File: config.mk
export PLATFORM = sky130hd
export DESIGN_NAME = sorted_note_event_table
export DESIGN_NICKNAME = d
export VERILOG_FILES = /design/src/hw/rtl/sne_pkg.sv /design/src/hw/rtl/sne_ram.sv /design/src/hw/rtl/sne_walk.sv /design/src/hw/rtl/sorted_note_event_table.sv
export SDC_FILE = /design/constraint.sdc
export NUM_CORES = 2
export LEC_CHECK = 0
export ABC_AREA = 1
export BUFFER_PORTS_ARGS = -buffer_cell sky130_fd_sc_hd__buf_4
export CAP_MARGIN = 10
export CELL_PAD_IN_SITES_DETAIL_PLACEMENT = 1
export CELL_PAD_IN_SITES_GLOBAL_PLACEMENT = 2
export CORE_UTILIZATION = 39
export CTS_BUF_LIST = sky130_fd_sc_hd__clkbuf_16
export CTS_CLUSTER_SIZE = 24
export DETAILED_ROUTE_END_ITERATION = 10
export GPL_TIMING_DRIVEN = 0
export PLACE_DENSITY_LB_ADDON = 0.1
export SETUP_SLACK_MARGIN = 0.2
export SLEW_MARGIN = 30
export SYNTH_ARGS = -nofsm -noshare
export SYNTH_HDL_FRONTEND = slang
export SYNTH_SLANG_ARGS = --single-unit
File: constraint.sdc
create_clock -name i_clk -period 4.8 [get_ports i_clk]
set_clock_uncertainty 0.2 [all_clocks]
set_input_delay 0.72 -clock i_clk [delete_from_list [all_inputs] [get_ports i_clk]]
set_output_delay 0.72 -clock i_clk [all_outputs]
set_load 0.02 [all_outputs]
File: src/hw/rtl/sne_pkg.sv
`default_nettype none
// ----------------------------------------------------------------------------
// sne_pkg
// Types, codes and defaults shared by the sorted note event table.
// ----------------------------------------------------------------------------
package sne_pkg;

    // default table depth
    localparam int DEPTH_DEF = 64;

    // operation codes
    localparam logic FUNC_INSERT      = 1'b0;
    localparam logic FUNC_FIND        = 1'b1;

    // find modes
    localparam logic MODE_PITCH_STAMP = 1'b0;

    // result status codes
    localparam logic STATUS_DONE      = 1'b0;
    localparam logic STATUS_FULL      = 1'b1;

    // input item
    typedef struct packed {
        logic        func;
        logic        match_mode;
        logic [6:0]  pitch;
        logic [31:0] stamp;
        logic [7:0]  tag;
    } t_in_item;

    // result item
    typedef struct packed {
        logic        status;
        logic        found;
        logic [5:0]  position;
        logic [6:0]  found_pitch;
        logic [31:0] found_stamp;
        logic [7:0]  found_tag;
    } t_out_item;

    // one stored table entry
    typedef struct packed {
        logic [6:0]  pitch;
        logic [31:0] stamp;
        logic [7:0]  tag;
    } t_entry;

    localparam int ENTRY_W = $bits(t_entry);

    // walk sequencer states
    typedef enum logic [1:0] {
        S_IDLE,
        S_INS,
        S_FIND,
        S_DONE
    } t_walk_state;

    // result hand-over from the walk sequencer to the output stage
    typedef struct packed {
        logic      valid;
        t_out_item item;
    } t_res_xfer;

endpackage
`default_nettype wire

File: src/hw/rtl/sne_ram.sv
`default_nettype none
// ----------------------------------------------------------------------------
// sne_ram
// Generic single-write, single-read RAM with a registered read port.
// ----------------------------------------------------------------------------
module sne_ram #(
    parameter int WIDTH = 8,
    parameter int DEPTH = 64
) (
    input  wire logic                     i_clk,
    input  wire logic                     i_wr_en,
    input  wire logic [$clog2(DEPTH)-1:0] i_wr_addr,
    input  wire logic [WIDTH-1:0]         i_wr_data,
    input  wire logic [$clog2(DEPTH)-1:0] i_rd_addr,
    output logic      [WIDTH-1:0]         o_rd_data
);

    logic [WIDTH-1:0] r_mem [DEPTH];

    // write port and registered read
    always_ff @(posedge i_clk) begin
        if (i_wr_en) begin
            r_mem[i_wr_addr] <= i_wr_data;
        end
        o_rd_data <= r_mem[i_rd_addr];
    end

endmodule
`default_nettype wire

File: src/hw/rtl/sne_walk.sv
`default_nettype none
// ----------------------------------------------------------------------------
// sne_walk
// Entry count, walk sequencer and table RAM. Inserts walk from the tail
// towards the head shifting entries down; finds walk from the head.
// ----------------------------------------------------------------------------
module sne_walk #(
    parameter int DEPTH = sne_pkg::DEPTH_DEF
) (
    input  wire logic              i_clk,
    input  wire logic              i_rst_n,
    input  wire logic              i_in_valid,
    output logic                   o_in_stall,
    input  wire sne_pkg::t_in_item i_in_item,
    output sne_pkg::t_res_xfer     o_res,
    input  wire logic              i_res_take
);
    import sne_pkg::*;

    localparam int AW = $clog2(DEPTH);
    localparam int CW = $clog2(DEPTH + 1);
    localparam int IW = (AW > 6) ? AW : 6;

    t_walk_state     r_state, n_state;
    logic [CW-1:0]   r_count, n_count;
    logic            r_pend, n_pend;
    logic [AW-1:0]   r_pend_idx, n_pend_idx;
    t_in_item        r_op, n_op;
    t_out_item       r_res, n_res;

    logic            ram_wr_en;
    logic [AW-1:0]   ram_wr_addr;
    t_entry          ram_wr_data;
    logic [AW-1:0]   ram_rd_addr;
    logic [ENTRY_W-1:0] ram_rd_raw;
    t_entry          rd_entry;
    t_entry          new_entry;
    logic [AW-1:0]   last_idx;
    logic [IW-1:0]   pos_wide;

    sne_ram #(
        .WIDTH (ENTRY_W),
        .DEPTH (DEPTH)
    ) u_ram (
        .i_clk     (i_clk),
        .i_wr_en   (ram_wr_en),
        .i_wr_addr (ram_wr_addr),
        .i_wr_data (ram_wr_data),
        .i_rd_addr (ram_rd_addr),
        .o_rd_data (ram_rd_raw)
    );

    assign rd_entry  = t_entry'(ram_rd_raw);
    assign new_entry = '{pitch: r_op.pitch, stamp: r_op.stamp, tag: r_op.tag};
    assign last_idx  = AW'(r_count - CW'(1));
    assign pos_wide  = IW'(r_pend_idx);

    // state and control registers
    always_ff @(posedge i_clk) begin
        if (!i_rst_n) begin
            r_state <= S_IDLE;
            r_count <= '0;
            r_pend  <= 1'b0;
        end else begin
            r_state <= n_state;
            r_count <= n_count;
            r_pend  <= n_pend;
        end
    end

    // payload registers
    always_ff @(posedge i_clk) begin
        r_pend_idx <= n_pend_idx;
        r_op       <= n_op;
        r_res      <= n_res;
    end

    // next state, RAM addressing and result build
    always_comb begin
        n_state     = r_state;
        n_count     = r_count;
        n_pend      = r_pend;
        n_pend_idx  = r_pend_idx;
        n_op        = r_op;
        n_res       = r_res;
        ram_wr_en   = 1'b0;
        ram_wr_addr = AW'(r_pend_idx + AW'(1));
        ram_wr_data = rd_entry;
        ram_rd_addr = AW'(r_pend_idx - AW'(1));

        unique case (r_state)
            S_IDLE: begin
                // start reading the tail for an insert, the head for a find
                ram_rd_addr = (i_in_item.func == FUNC_INSERT) ? last_idx : '0;
                if (i_in_valid) begin
                    n_op  = i_in_item;
                    n_res = '0;
                    if (i_in_item.func == FUNC_INSERT) begin
                        if (r_count >= CW'(DEPTH)) begin
                            n_res.status = STATUS_FULL;
                            n_state      = S_DONE;
                        end else begin
                            n_pend     = (r_count != '0);
                            n_pend_idx = last_idx;
                            n_state    = S_INS;
                        end
                    end else begin
                        if (i_in_item.match_mode != MODE_PITCH_STAMP || r_count == '0) begin
                            n_state = S_DONE;
                        end else begin
                            n_pend     = 1'b1;
                            n_pend_idx = '0;
                            n_state    = S_FIND;
                        end
                    end
                end
            end
            S_INS: begin
                ram_wr_en = 1'b1;
                if (r_pend) begin
                    if (rd_entry.pitch > r_op.pitch) begin
                        // new entry lands just below a higher pitch
                        ram_wr_data = new_entry;
                        n_pend      = 1'b0;
                        n_count     = CW'(r_count + CW'(1));
                        n_state     = S_DONE;
                    end else if (r_pend_idx == '0) begin
                        // head shifted down, new entry goes to the head next
                        n_pend = 1'b0;
                    end else begin
                        n_pend_idx = AW'(r_pend_idx - AW'(1));
                    end
                end else begin
                    ram_wr_addr = '0;
                    ram_wr_data = new_entry;
                    n_count     = CW'(r_count + CW'(1));
                    n_state     = S_DONE;
                end
            end
            S_FIND: begin
                ram_rd_addr = AW'(r_pend_idx + AW'(1));
                if (rd_entry.pitch == r_op.pitch && rd_entry.stamp == r_op.stamp) begin
                    n_res.found       = 1'b1;
                    n_res.position    = pos_wide[5:0];
                    n_res.found_pitch = rd_entry.pitch;
                    n_res.found_stamp = rd_entry.stamp;
                    n_res.found_tag   = rd_entry.tag;
                    n_pend            = 1'b0;
                    n_state           = S_DONE;
                end else if (r_pend_idx == last_idx) begin
                    n_pend  = 1'b0;
                    n_state = S_DONE;
                end else begin
                    n_pend_idx = AW'(r_pend_idx + AW'(1));
                end
            end
            S_DONE: begin
                if (i_res_take) begin
                    n_state = S_IDLE;
                end
            end
            default: begin
                n_state = S_IDLE;
            end
        endcase
    end

    assign o_in_stall = (r_state != S_IDLE);
    assign o_res.valid = (r_state == S_DONE);
    assign o_res.item  = r_res;

    // count never runs past the table size
    a_count_bound: assert property (@(posedge i_clk) disable iff (!i_rst_n)
        r_count <= CW'(DEPTH))
        else $error("entry count exceeds depth");

    // count only ever grows by one
    a_count_step: assert property (@(posedge i_clk) disable iff (!i_rst_n)
        ($past(i_rst_n) && r_count != $past(r_count))
            |-> r_count == CW'($past(r_count) + CW'(1)))
        else $error("entry count changed by other than one");

    // a find never writes the table
    a_find_no_wr: assert property (@(posedge i_clk) disable iff (!i_rst_n)
        (r_state == S_FIND) |-> !ram_wr_en)
        else $error("table write during find");

    // a completed insert that was not dropped bumps the count
    a_ins_count: assert property (@(posedge i_clk) disable iff (!i_rst_n)
        (r_state == S_INS && !r_pend) |=> r_count == CW'($past(r_count) + CW'(1)))
        else $error("insert finished without count update");

endmodule
`default_nettype wire

File: src/hw/rtl/sorted_note_event_table.sv
`default_nettype none
// ----------------------------------------------------------------------------
// sorted_note_event_table
// Table of note events in descending pitch order with insert and find.
// ----------------------------------------------------------------------------
// Walk: an insert shifts down each entry at or below its pitch, then writes
//   the new entry; a find reads from the head up to the match or the last entry;
//   a dropped insert, a find on an empty table or in an unsupported mode skip it.
// Throughput: one item per walk; the walk moves one entry per cycle.
// Reset: clears the entry count, the walk state and the output valid flag; RAM
//   contents are left as they are and are never read before being written.
module sorted_note_event_table #(
    parameter int DEPTH = sne_pkg::DEPTH_DEF
) (
    input  wire logic               i_clk,
    input  wire logic               i_rst_n,
    input  wire logic               i_in_valid,
    output logic                    o_in_stall,
    input  wire sne_pkg::t_in_item  i_in_item,
    output logic                    o_out_valid,
    input  wire logic               i_out_stall,
    output sne_pkg::t_out_item      o_out_item
);
    import sne_pkg::*;

    t_res_xfer res;
    logic      res_take;
    logic      r_out_valid;
    t_out_item r_out_item;

    sne_walk #(
        .DEPTH (DEPTH)
    ) u_walk (
        .i_clk      (i_clk),
        .i_rst_n    (i_rst_n),
        .i_in_valid (i_in_valid),
        .o_in_stall (o_in_stall),
        .i_in_item  (i_in_item),
        .o_res      (res),
        .i_res_take (res_take)
    );

    // output register loads when empty or being drained
    assign res_take = res.valid && (!r_out_valid || !i_out_stall);

    always_ff @(posedge i_clk) begin
        if (!i_rst_n) begin
            r_out_valid <= 1'b0;
        end else if (res_take) begin
            r_out_valid <= 1'b1;
        end else if (!i_out_stall) begin
            r_out_valid <= 1'b0;
        end
    end

    always_ff @(posedge i_clk) begin
        if (res_take) begin
            r_out_item <= res.item;
        end
    end

    assign o_out_valid = r_out_valid;
    assign o_out_item  = r_out_item;

endmodule
`default_nettype wire
# Word-level counts from Yosys, hierarchy flattened
# Memory sizes are Yosys's and may differ from the RTL's. A register that Yosys moved wholly into a read port is not among the register bits.
# Index checks and enable logic that the tools add are counted.
[op_classes]
add_sub_neg = 4
multipliers = 0
n_div = 0
n_lt_le_gt_ge = 2
eq_ne = 20
shifts = 0
muxes = 48
bitwise_logic = 0
n_reduce_logical = 19
[ops]
columns = ["cell", "n"]
rows = [
  ["47-bit 2-to-1 mux", 3],
  ["54-bit 2-to-1 mux", 2],
  ["54-bit case mux with 2 select lines", 1],
  ["6-bit 2-to-1 mux", 12],
  ["32-bit equality test", 1],
  ["6-bit case mux with 3 select lines", 1],
  ["1-bit 2-to-1 mux", 16],
  ["2-bit 2-to-1 mux", 8],
  ["7-bit 2-to-1 mux", 2],
  ["2-bit != test (second input constant)", 6],
  ["6-bit case mux with 2 select lines", 1],
  ["6-bit by 1-bit subtractor with 6-bit output (second input constant)", 2],
  ["3-bit != test (second input constant)", 3],
  ["9-bit AND reduction", 1],
  ["2-bit by 1-bit != test with 1-bit output (second input constant)", 4],
  ["2-bit case mux with 4 select lines", 1],
  ["7-bit by 1-bit adder with 7-bit output (second input constant)", 1],
  ["7-bit equality test", 1],
  ["7-bit >= comparator (second input constant)", 1],
  ["7-bit greater-than comparator", 1],
  ["7-bit logical NOT", 1],
  ["7-bit nonzero test", 1],
  ["6-bit by 1-bit adder with 6-bit output (second input constant)", 1],
  ["6-bit equality test", 1],
  ["15 further kinds", 21],
]
[totals]
ff_bits = 174
latch_bits = 0
ram_bits = 3008
rom_bits = 0
inputBits = 53
out_inout_bits = 57
wordCells = 114
memories = 1
[mem_list]
columns = ["memory", "words", "word_bits", "read_ports", "rd_clocked_by_memory_dff", "wr", "line", "source"]
rows = [
  ["u_walk.u_ram.r_mem", 64, 47, 1, 1, 1, "sne_ram.sv:18", "logic [WIDTH-1:0] r_mem [DEPTH];"],
]

# Longest topological paths before layout
[logic_depth]
ltp_word = 6
mapped_depth = 20
depth_no_buf = 16

# Cells and area by module
# From an unflattened synthesis, not the netlist that was laid out.
[unflattened]
hier_cells = 10712
hier_area_um2 = 129047.5
[modules_own_cells]
columns = ["mod", "n_inst", "cells_per_inst", "area_each_um2", "seq_area_each_um2"]
rows = [
  ["sne_ram", 1, 9905, 120994.8, 91267.5],
  ["sne_walk", 1, 746, 6356.1, 3443.3],
  ["sorted_note_event_table", 1, 61, 1696.6, 1671.6],
]

# Worst setup path before layout
# No wires, ideal clock.
[synth_path]
path_kind = "reg-to-reg"
start = "register u_walk.r_op, in the netlist u_walk.new_entry[46]"
end = "memory u_walk.u_ram.r_mem[0][40] (netlist name), data pin"
setup_ns = 0.702
t_arrival_ns = 4.216
t_required_ns = 3.898
path_slack_ns = -0.318
path_stages_with_launch = 11
n_path_buf = 1
synth_period_minus_slack_ns = 5.118
path_cell_list = "edfxtp_1 -> inv_1 -> ha_1 -> nand2_1 -> nor2_1 -> a21boi_0 -> nand3_1 -> nand3_1 -> clkinv_1 -> clkbuf_1 -> o21ai_0"
[synth_lines]
columns = ["item", "line", "source"]
rows = [
  ["start, declared", "sne_walk.sv:28", "t_in_item r_op, n_op;"],
  ["start signal, assigned", "sne_walk.sv:74", "r_op <= n_op;"],
  ["end, declared", "sne_ram.sv:18", ""],
]

# Worst setup path in the final report
[layout_path]
start = "register u_walk.r_pend_idx[0], in the netlist u_walk.pos_wide[0]"
end = "register u_walk.u_ram.o_rd_data[17], read port of u_walk.u_ram.r_mem"
[layout_via]
elab_chain_len = 2
word_cells_on_any_way = 3
cone_classes = "2 x add/sub; 1 x mux"
[layout_rtl]
columns = ["item", "line", "source"]
rows = [
  ["start, declared", "sne_walk.sv:27", "logic [AW-1:0] r_pend_idx, n_pend_idx;"],
  ["start signal, assigned", "sne_walk.sv:73", "r_pend_idx <= n_pend_idx;"],
  ["6-bit by 1-bit subtractor with 6-bit output / 6-bit by 1-bit adder with 6-bit output (equally long branches)", "sne_walk.sv:89, sne_walk.sv:141", ""],
  ["6-bit case mux with 2 select lines *", "sne_walk.sv:91", "unique case (r_state)"],
  ["end, declared", "sne_ram.sv:15", "output logic [WIDTH-1:0] o_rd_data"],
]
# Every way passes the cells marked *; elsewhere a longest branch is shown, timed or not.
# A chain may end at the register's enable or synchronous reset.

==> impl_results.md <==
* Cell at the root of the clock tree: clkbuf_16
* GPL Wtd Cong at 1.00
* Count of flip-flops with a built-in enable after synthesis at 3171
* Async SR Flop Fraction at 0%
* Slew margin rel. at 32.5%
* Worst-case clock buffer depth at 4
* Endpoints failing hold at 0
* Synthesized flop and latch total at 3229
* Initial standard-cell utilization of the core at 39.2%
* Number of search-and-repair iterations in the first detailed-routing pass at 5
* Setup repair after global routing missed its margin: yes
* Number of levels in the clock H-tree at 5
* Placed cells at 18070
* Global-route wire length before repair at 779000 um
* Top cell by count, worst path: nand2_1
* Run status: finished clean
* Horiz. Die Dim at 606 um
* Total CTS buffers at 366
* Main area contributors after synthesis: edfxtp_1, nand3_1, nand2_1
* Startpoint of the most critical register-to-register path: u_walk.pos_wide[0]
* Remaining global-route overflow at 0
* Total Die Area at 0.367 mm^2
* Slew of the pin with the lowest slew margin at 1.01 ns
* Routed length per placed instance at 29.9 um
* Met3 capacity usage during global routing at 3.82%
* Top FF cell, synth: edfxtp_1
* Endpoint, Worst Hold: u_walk.r_state[0]
* Sinks on the clock net at 3229
* Max Transition Viols Final at 0
* Number of global-route vias before repair at 103361
* CORE AREA at 0.363 mm^2
* Global routing's busiest layer: met2
* Clock latency reported for the late side of the worst-skew pair at 0.97 ns
* Max-capacitance violation count at 0
* Worst reg2reg path endpoint: u_walk.u_ram.o_rd_data[17]
* Largest driver fanout on the critical path at 11
* Data required time of the critical path at 5.45 ns
* Cell type with the highest aggregate area in the netlist: edfxtp_1
* Gr usage total at 30.3%
* Maximum operating frequency at 0.215 GHz
* Row count at 221
* Fraction of layout instances using a drive strength above 1 at 12.7%
* HPWL Detailed at 428000 um
* Internal reg-to-reg setup slack at 0.14 ns
* Hold Crit Class: primary input to flip-flop
* Data arrival time of the critical path at 5.31 ns
* Count of vias placed by the detailed router at 101539
* Crit-path max cell delay at 0.40 ns
* Average via count per standard cell at 5.39
* Count of cells along the worst hold path at 7
* Avg Inst Size Synth at 11.0 um^2
* Netlist cell types at 32
* Met1 Track Usage GR at 42.8%
* Post-route core utilization at 46.7%
* Worst min-delay path startpoint: i_in_item[47]
* Worst-case reg-to-reg path depth at 18
* Kind of end point of the critical path: flip-flop
* Crit-path cells: buf_4 -> inv_2 -> ha_2 -> nand2_1 -> nand2_1 -> nor2_4 -> buf_12 -> buf_8 -> buf_6 -> buf_2 -> nand3_1 -> nand3_1 -> nand2_1 -> nand2_1 -> nand3_1 -> nand2_2 -> nand2_1 -> nand2_2
* # DRC at 0
* Crit Path Category: flip-flop to flip-flop
* Synth top area share at 66.9%
* Number of I/O port buffers at 108
* Top-count cell post-synth: edfxtp_1
* Most common library cells after synthesis: edfxtp_1, nand2_1, nand3_1, inv_1, nand3b_1
* Initial drt markers at 10579
* Die outline height at 606 um
* Total wire length at 562000 um
* # IOs at 110
* DRT antenna net count at 0
* Post-synth net total at 12972
* Shortest clock period the worst path allows after layout at 4.66 ns
* Share of the cycle needed by the critical path after routing at 97.0%
* # setup viols final at 0
* Setup TNS at 0 ns
* Synth warn at 0
* Met2 routing resource usage after global routing at 47.7%
* Layout Area Growth over Synthesis at 19.0%
* Count of placed standard cells in the final layout, fillers left out at 18832
* Cell with the largest stage delay on the worst path: edfxtp_1
* Combined area of all synthesized cells at 0.142 mm^2
* Antenna violations before repair at 61
* CTS tree: built
* Kind of launch point of the worst setup path: flip-flop
* CTS clock-pin slew for the worst setup and hold paths at 0.06 ns
* Sequential-to-total area share from yosys stat at 67.7%
* Post-Syn Instances at 12902
* Largest net degree at the start of global routing at 45
* Layout Nets at 13787
==> cells in the final DEF, fill, tap and decap left out, types with 13 or more instances in the layout <==
| cell | instances |
|---|---|
| bufinv_16 | 24 |
| nand2_2 | 44 |
| buf_2 | 608 |
| nor2_1 | 42 |
| inv_1 | 1836 |
| clkbuf_16 | 372 |
| nand2_1 | 2831 |
| edfxtp_1 | 3171 |
| buf_12 | 31 |
| nand3_1 | 2661 |
| o21ai_0 | 16 |
| buf_1 | 13 |
| dlygate4sd3_1 | 52 |
| ha_1 | 16 |
| clkbuf_2 | 19 |
| nor2_4 | 68 |
| nand2_4 | 30 |
| nand3b_1 | 1256 |
| buf_4 | 183 |
| dfxtp_1 | 58 |
| clkinv_1 | 98 |
| o21ai_4 | 19 |
| clkinv_2 | 60 |
| buf_8 | 19 |
| a21oi_1 | 18 |
| buf_6 | 16 |
| buf_16 | 220 |
| clkbuf_1 | 122 |
| xnor2_1 | 19 |
| diode_2 | 29 |
==> through the flow <==
step	setup slack, ns	cell area [um^2]	hold WS (ns)
2_1_floorplan	-0.0719	142000	0.200
3_3_place_gp	-9.35	149000	0.208
3_5_place_dp	-0.735	157000	0.205
4_1_cts	0.170	169000	0.00913
5_1_grt	0.172	169000	0.0958
6_report	0.143	169000	0.0862
==> worst max-delay path by stage <==
stage | startpoint | slack, ns | endpoint
6_report | u_walk.pos_wide[0] | 0.14 | u_walk.u_ram.o_rd_data[17]
5_1_grt | u_walk.pos_wide[0] | 0.17 | u_walk.u_ram.o_rd_data[32]
4_1_cts | u_walk.pos_wide[0] | 0.17 | u_walk.u_ram.o_rd_data[17]
3_5_place_dp | u_walk.pos_wide[0] | -0.73 | u_walk.u_ram.o_rd_data[17]
3_3_place_gp | u_walk.r_state[1] | -9.35 | u_walk.u_ram.r_mem[44][21]
2_1_floorplan | u_walk.new_entry[46] | -0.07 | u_walk.u_ram.r_mem[0][14]
==> cell families (layout without fill, tap and decap cells) <==
kind of cell | Yosys count | in the layout | share of synthesized area (%)
compound gates | 62 | 62 | 0.225
xor+xnor | 30 | 30 | 0.185
fa+ha+maj | 17 | 17 | 0.149
buf+inv | 2609 | 3716 | 7.62
flops | 3229 | 3229 | 67.7
other cells | 0 | 29 | 0
simple gates | 6955 | 6955 | 24.1
==> cell type report <==
type | count | area (um^2)
fillers | 38297 | 193000
flip-flops and latches | 3229 | 96400
multi-input cells | 7064 | 36200
clock buffers | 372 | 9310
repair buffers | 447 | 8410
inverters | 1767 | 6640
well taps | 4794 | 6000
plain buffers | 842 | 4320
clock inverters | 288 | 2040
diodes | 29 | 72.6
==> critical path: cells and delay by family (launching register included) <==
kind	cells	cell delay (ns)
buf+inv	6	1.40
fa+ha+maj	1	0.38
flops	1	0.40
simple gates	11	1.98
==> metal layers <==
metal / routed length (um) / vias to the layer above
met2: 253000 / 3251
met5: 42 / -
met1: 249000 / 51949
met3: 36700 / 737
li1: - / 45596
met4: 23200 / 6
==> registers in the layout, indices dropped and copies added, names as in the netlist, 2 cells and up <==
register,flops
o_out_item,55
u_walk.o_res,55
u_walk.r_state,2
u_walk.r_count,7
u_walk.u_ram.o_rd_data,47
u_walk.pos_wide,6
u_walk.new_entry,47
u_walk.u_ram.r_mem,3008
==> repair_timing <==
action / in CTS / in global routing
pin swaps: 9 / 4
setup buffers: 13 / 8
endpoints found under the hold margin: 74 / 0
endpoints found under the setup margin: 968 / 114
hold buffers: 52 / 0
gates resized for setup: 61 / 27
Power is left out: the tool's default activity adds up to more than one toggle a clock period on the data nets, which glitch-free logic cannot reach.
